--- src/rtl/bmfe_pkg.sv ---
// ----------------------------------------------------------------------------
// bmfe_pkg: shared types and constants
// Bin table geometry, item codes, status codes, iterative unit command.
// ----------------------------------------------------------------------------
package bmfe_pkg;

  localparam int NUM_BINS           = 4096;
  localparam int MAX_PIXELS_PER_BIN = 65536;
  localparam int BIN_AW             = $clog2(NUM_BINS);
  localparam int CNT_W              = $clog2(MAX_PIXELS_PER_BIN + 1);
  localparam int SUM_W              = 40;
  localparam int PIX_W              = 24;
  localparam int IDX_W              = 12;

  // iterative unit widths
  localparam int NUM_W  = 42;            // dividend / radicand high part
  localparam int RAD_W  = 56;            // shift register for operand bits
  localparam int REM_W  = 43;
  localparam int DIV_STEPS  = 42;
  localparam int SQRT_STEPS = 28;
  localparam int STEP_W = $clog2(DIV_STEPS);

  localparam logic [1:0] KIND_ACC = 2'd0;
  localparam logic [1:0] KIND_QRY = 2'd1;
  localparam logic [1:0] KIND_CLR = 2'd2;

  localparam logic [1:0] ST_OK    = 2'd0;
  localparam logic [1:0] ST_NOVAL = 2'd1;
  localparam logic [1:0] ST_EMPTY = 2'd2;
  localparam logic [1:0] ST_ZDEN  = 2'd3;

  typedef struct packed {
    logic [CNT_W-1:0] cnt;
    logic [SUM_W-1:0] sum;
  } bin_entry_t;

  typedef struct packed {
    logic             start;
    logic             sqrt_mode;
    logic [RAD_W-1:0] num;      // operand bits, consumed from the top
    logic [NUM_W-1:0] divisor;
  } iter_cmd_t;

endpackage

--- src/rtl/bmfe_iter_unit.sv ---
// ----------------------------------------------------------------------------
// bmfe_iter_unit: shared restoring divider / square root
// One trial subtract per cycle; 42 steps for divide, 28 for square root.
// ----------------------------------------------------------------------------
module bmfe_iter_unit (
  input  logic                         clk,
  input  logic                         rst,
  input  bmfe_pkg::iter_cmd_t          cmd,
  output logic                         done,
  output logic [bmfe_pkg::NUM_W-1:0]   q
);

  logic                         run;
  logic                         sqrt_mode;
  logic [bmfe_pkg::STEP_W-1:0]  cnt;
  logic [bmfe_pkg::REM_W-1:0]   rem;
  logic [bmfe_pkg::RAD_W-1:0]   num;
  logic [bmfe_pkg::NUM_W-1:0]   divisor;

  logic [bmfe_pkg::REM_W-1:0]   rem_sh;
  logic [bmfe_pkg::REM_W-1:0]   sub;
  logic [bmfe_pkg::REM_W:0]     diff;
  logic                         take;

  always_comb begin
    if (sqrt_mode) begin
      rem_sh = {rem[bmfe_pkg::REM_W-3:0], num[bmfe_pkg::RAD_W-1 -: 2]};
      sub    = {q[bmfe_pkg::REM_W-3:0], 2'b01};
    end else begin
      rem_sh = {rem[bmfe_pkg::REM_W-2:0], num[bmfe_pkg::RAD_W-1]};
      sub    = {1'b0, divisor};
    end
    diff = {1'b0, rem_sh} - {1'b0, sub};
    take = !diff[bmfe_pkg::REM_W];
  end

  always_ff @(posedge clk) begin
    if (rst) begin
      run  <= 1'b0;
      done <= 1'b0;
    end else begin
      done <= 1'b0;
      if (cmd.start) begin
        run       <= 1'b1;
        sqrt_mode <= cmd.sqrt_mode;
        cnt       <= cmd.sqrt_mode ? bmfe_pkg::STEP_W'(bmfe_pkg::SQRT_STEPS - 1)
                                   : bmfe_pkg::STEP_W'(bmfe_pkg::DIV_STEPS - 1);
        rem       <= '0;
        q         <= '0;
        num       <= cmd.num;
        divisor   <= cmd.divisor;
      end else if (run) begin
        rem <= take ? diff[bmfe_pkg::REM_W-1:0] : rem_sh;
        q   <= {q[bmfe_pkg::NUM_W-2:0], take};
        num <= sqrt_mode ? {num[bmfe_pkg::RAD_W-3:0], 2'b00}
                         : {num[bmfe_pkg::RAD_W-2:0], 1'b0};
        cnt <= cnt - 1'b1;
        if (cnt == '0) begin
          run  <= 1'b0;
          done <= 1'b1;
        end
      end
    end
  end

endmodule

--- config.mk ---
export PLATFORM = sky130hd
export DESIGN_NAME = bmfe_iter_unit
export DESIGN_NICKNAME = d
export VERILOG_FILES = /design/src/rtl/bmfe_pkg.sv /design/src/rtl/bmfe_iter_unit.sv
export SDC_FILE = /design/constraint.sdc
export NUM_CORES = 1
export LEC_CHECK = 0
export ABC_AREA = 0
export BUFFER_PORTS_ARGS = -buffer_cell sky130_fd_sc_hd__buf_2
export CAP_MARGIN = 25
export CORE_UTILIZATION = 31
export CTS_BUF_LIST = sky130_fd_sc_hd__clkbuf_2 sky130_fd_sc_hd__clkbuf_4 sky130_fd_sc_hd__clkbuf_8
export DETAILED_ROUTE_END_ITERATION = 10
export GPL_TIMING_DRIVEN = 0
export SYNTH_ARGS = -nofsm -noshare
export SYNTH_HDL_FRONTEND = slang
export SYNTH_SLANG_ARGS = --single-unit
--- constraint.sdc ---
create_clock -name clk -period 13.9 [get_ports clk]
set_input_delay 0 -clock clk [delete_from_list [all_inputs] [get_ports clk]]
set_output_delay 0 -clock clk [all_outputs]
set_load 0.03 [all_outputs]
# Word level (Yosys, flattened, before mapping)
# Cells that the tools add are included.
[classes]
add_sub_neg = 2
muxes = 15
bitwise_logic = 2
n_reduce_logical = 6
[ops]
columns = ["op", "count"]
rows = [
  ["$mux W56", 3],
  ["$mux W42", 3],
  ["$mux W43", 2],
  ["$sub A43 B43 Y44", 1],
  ["$mux W6", 3],
  ["$logic_not A6 Y1", 1],
  ["$sub A6 B1 Y6 const B", 1],
  ["$mux W1", 4],
  ["$reduce_and A2 Y1", 2],
  ["$reduce_or A3 Y1", 1],
  ["$not A1 Y1", 2],
  ["$reduce_bool A2 Y1", 1],
  ["$logic_not A1 Y1", 1],
]
[totals]
reg_bits = 191
input_bits = 102
out_inout_bits = 43
elab_cells = 33

# Depth between registers and ports, before layout
[depth]
word_depth = 4
ltp_mapped = 19
ltp_nobuf = 12

# Worst setup path after synthesis
# OpenSTA, ideal clock, no wires.
[synth_path]
path_type = "input -> register"
startpoint = "input port cmd[99] in the netlist's numbering"
endpoint = "register cnt[0] in the netlist's numbering, enable pin"
setup_ps = 654
t_arrival_ps = 6660
t_required_ps = 13246
setup_slack_ps = 6585
cell_stages = 4
path_buffers = 2
path_cell_list = "clkbuf_1 clkbuf_1 nor2_1 nor2_1"
[synth_between]
elab_chain_len = 2
[synth_lines]
columns = ["element", "line", "text"]
rows = [
  ["from (decl)", "bmfe_iter_unit.sv:8", "input bmfe_pkg::iter_cmd_t cmd,"],
  ["$reduce_bool A2 Y1 (no source line)", "-", ""],
  ["$reduce_and A2 Y1 (no source line)", "-", ""],
  ["to (signal assigned)", "bmfe_iter_unit.sv:46", "cnt <= cmd.sqrt_mode ? bmfe_pkg::STEP_W'(bmfe_pkg::SQRT_STEPS - 1)"],
  ["to (signal assigned)", "bmfe_iter_unit.sv:57", "cnt <= cnt - 1'b1;"],
  ["to (decl)", "bmfe_iter_unit.sv:15", "logic [bmfe_pkg::STEP_W-1:0] cnt;"],
]
# Every way passes these cells.
# A chain may end at the register's enable or synchronous reset.

# Worst setup path in the final report
[layout_path]
startpoint = "register sqrt_mode"
endpoint = "register rem[31] in the netlist's numbering, data pin"
[layout_between]
elab_chain_len = 4
elab_cells_between_ends = 5
cone_classes = "add/sub (1); mux (4)"
[layout_lines]
columns = ["element", "line", "text"]
rows = [
  ["from (decl)", "bmfe_iter_unit.sv:14", "logic sqrt_mode;"],
  ["from (signal assigned)", "bmfe_iter_unit.sv:45", "sqrt_mode <= cmd.sqrt_mode;"],
  ["$mux W43", "bmfe_iter_unit.sv:26", "if (sqrt_mode) begin"],
  ["$sub A43 B43 Y44", "bmfe_iter_unit.sv:33", "diff = {1'b0, rem_sh} - {1'b0, sub};"],
  ["$mux W42 *", "bmfe_iter_unit.sv:53", "rem <= take ? diff[bmfe_pkg::REM_W-1:0] : rem_sh;"],
  ["$mux W42 *", "bmfe_iter_unit.sv:52", "end else if (run) begin"],
  ["to (signal assigned)", "bmfe_iter_unit.sv:53", ""],
  ["to (decl)", "bmfe_iter_unit.sv:16", "logic [bmfe_pkg::REM_W-1:0] rem;"],
]
# Mark *: on every way between the ends. The rest lies on a longest branch, timed or not. The select of a mux whose other input is x is not followed.

==> reports/summary.txt <==
transition time of the tightest slew-check pin -> 991 ps
Post-synth EDFFs -> 189
fill count -> 3510
Setup crit end -> rem[31]
Synth top area share -> 50.1%
DRT iter0 DRCs -> 427
starting density of the core -> 31.7%
Setup CP Type -> flop to flop
# IOs -> 145
share of layout cells above drive strength 1 -> 20.5%
die height -> 193 um
final WL -> 29.4 mm
grt total ovfl -> 0
number of port buffers -> 143
synthesis-stage register bit count -> 191
mean post-synth cell area -> 11.4 um2
CP Max Fanout -> 10
Setup violations, final -> 0
Synth-to-Final Area Change -> 25.3%
vias in the first global route -> 8673
Setup crit start kind -> flop
Row Count -> 69
f_max -> 152 MHz
1st-pass router iterations -> 7
vias post-DR -> 8566
Die ar. -> 37300 um2
Worst Path Buf+Inv -> 7
RePlAce Congestion -> 0.830
ANT nets after route -> 0
final max-slew violation count -> 0
Storage cell area -> 5720 um2
top cells by area, synth -> edfxtp_1, mux2i_1, ha_1
first-pass GRT wire length -> 45.9 mm
multi-input logic area -> 5310 um2
Post-CTS Setup Bufs -> 0
DP HPWL -> 20.9 mm
kind of end point of the critical path -> flop
Clock Skew -> 22.1 ps
Cell Chain, Critical Path -> clkbuf_1 -> clkbuf_1 -> buf_2 -> buf_1 -> buf_1 -> mux2i_1 -> ha_1 -> and3_1 -> o2111ai_1 -> o21ai_0 -> o211ai_2 -> a211oi_2 -> o31a_2 -> buf_6 -> buf_12 -> mux2i_1 -> nor2_1
Pwr Density -> 119 nW/um2
post-route cell area -> 14200 um2
CTS tree -> yes
clk sink count -> 191
R2R Setup Slk -> 7340 ps
largest area contributor in the netlist -> edfxtp_1
Die Width -> 193 um
clock root buffer -> clkbuf_8
MaxCap Viol Count -> 0
Arr. time, crit path -> 6800 ps
Total GRT Usage -> 16.1%
H-tree levels -> 4
via-per-instance ratio -> 4.94
Worst slew margin -> 33.9%
antenna violations before repair -> 0
setup_tns -> 0 ps
ant diodes -> 0
Core Region -> 35700 um2
Mapped Cells -> 991
area of the mapped netlist -> 11300 um2
CTS clk-pin slew, worst paths -> 110 ps
nets -> 1408
worst vdd ir -> 0.0000651 V
Final Critical Period -> 6560 ps
slowest CP cell -> buf_1
CP Data Required Time -> 14140 ps
DP Area -> 12800 um2
Hold/Removal Path Class -> input pin to flop
hold depth -> 2
Synthesis Warnings -> 0
Final Hold Viols -> 0
P_leak -> 5.63 nW
clock latency on the worst-skew pair -> 500 ps
CP Launch Point -> sqrt_mode
largest net degree at the start of global routing -> 36
Synth Net Count -> 1139
Top FF cell, synth -> edfxtp_1
Top delay family on crit path -> buffers and inverters
Crit Reg-Reg Startpoint -> sqrt_mode
Clock Tree Buf Depth -> 2
Wirelength per Cell -> 17.0 um
RSZ-0062 raised after global routing -> false
Final Cycle Share -> 47.2%
number of CTS-inserted buffers -> 17
post-synthesis sequential area ratio -> 50.4%
r2r endpoint -> rem[31]
Reg2Reg Depth -> 17
Async S/R FF share, synth -> 0%
Critical Path Max Stage Delay -> 790 ps
WP depth -> 17
DRC -> 0
library cells used by synthesis -> 67
status -> finished, final reports clean
sequential cells by signal, summed over array words and instances, names as in the netlist:
register and flops:
q 42, run 1, rem 42, num 56, done 1, cnt 6
sqrt_mode 1, divisor 42
through the flow:
| step | cells | util (%) | power, mW | worst slack [ps] | hold slack, ps |
|---|---|---|---|---|---|
| finish | 1734 | 39.7 | 1.68 | 7340 | 197 |
| global placement | 1595 | 35.3 | 1.28 | 2630 | 176 |
| detailed placement | 1601 | 35.7 | 1.28 | 7400 | 178 |
| global route | 1734 | 39.7 | 1.78 | 7040 | 162 |
| floorplan | 991 | - | 1.15 | 6590 | 77.3 |
| CTS | 1733 | 39.7 | 1.70 | 7380 | 138 |
cell type report:
cell class | instances | area share (%)
sequential | 191 | 40.3
multi-input combinational | 729 | 37.4
timing repair buffer | 250 | 13.1
tap | 461 | 4.06
buffer | 54 | 1.84
clock buffer | 18 | 1.75
clock inverter | 14 | 1.20
inverter | 17 | 0.449
where the power goes:
group / switching, mW / internal [mW]
combinational: 0.324 / 0.251
clock: 0.234 / 0.156
sequential: 0.0225 / 0.696
total: 0.581 / 1.10
timing repair:
action | CTS | global route
resized for setup | 0 | 0
hold endpoints to repair | 138 | 0
hold buffers | 100 | 0
synth_stat cells (4+ instances only):
library cell,number
nand2b_1,9
a21oi_1,35
and2_1,6
mux2i_1,119
buf_2,6
a21boi_0,4
inv_1,17
xnor2_1,19
a211oi_2,6
mux2_2,42
nand3_1,14
o21a_1,9
ha_1,45
nor2_1,60
o21bai_1,4
nand4_1,10
nor2_2,5
nor3_1,10
edfxtp_1,189
o21ai_1,4
o211ai_1,5
a211oi_1,7
xor2_1,14
buf_1,12
nor2b_1,50
and3_1,8
clkbuf_1,31
a21o_1,21
or3_1,6
nand2_1,83
a31oi_1,8
o21ai_0,81
layout by cell type, fill, tap and decap left out, types with 31 or more instances in the layout:
| cell | instances |
|---|---|
| a21oi_1 | 35 |
| buf_2 | 149 |
| clkbuf_1 | 31 |
| dlygate4sd3_1 | 100 |
| edfxtp_1 | 189 |
| ha_1 | 45 |
| mux2_2 | 42 |
| mux2i_1 | 119 |
| nand2_1 | 83 |
| nor2_1 | 58 |
| nor2b_1 | 50 |
| o21ai_0 | 81 |
worst register-to-register path: stages, from the launching register on:
cell and delay (ps):
edfxtp_1 340, clkbuf_1 430, clkbuf_1 640, buf_2 430, buf_1 590, buf_1 790, mux2i_1 250, ha_1 450
and3_1 280, o2111ai_1 160, o21ai_0 480, o211ai_2 230, a211oi_2 310, o31a_2 280, buf_6 200, buf_12 180
mux2i_1 210, nor2_1 50
how the worst min path moves through the flow:
| stage | startpoint | to | slack [ps] |
|---|---|---|---|
| after floorplan | rst | done | 80 |
| after global placement | cmd[13] | divisor[13] | 180 |
| after detailed placement | cmd[23] | divisor[23] | 180 |
| after CTS | cmd[11] | divisor[11] | 140 |
| after global routing | cmd[21] | divisor[21] | 160 |
| final | cmd[10] | divisor[10] | 200 |
kinds of logic (layout without fill, tap and decap cells):
kind of cell	after synthesis	count (layout)	share of synthesized area (%)
AOI/OAI and AO/OA	215	215	12.4
adders and majority gates	46	46	5.15
buffers and inverters	71	353	2.87
muxes	162	162	14.8
xor gates and xnor gates	33	33	2.55
and+or+nand+nor	273	273	11.8
DFF	191	191	50.4
layer usage:
layer	vias to the layer above	global-route usage, %	wire [um]
met3	17	4.42	1670
met2	212	26.5	13800
li1	4239	-	-
met1	4098	20.7	13600
met5	-	0	0
met4	0	4.33	318
Note: power is estimated with default switching activity, not from simulation.
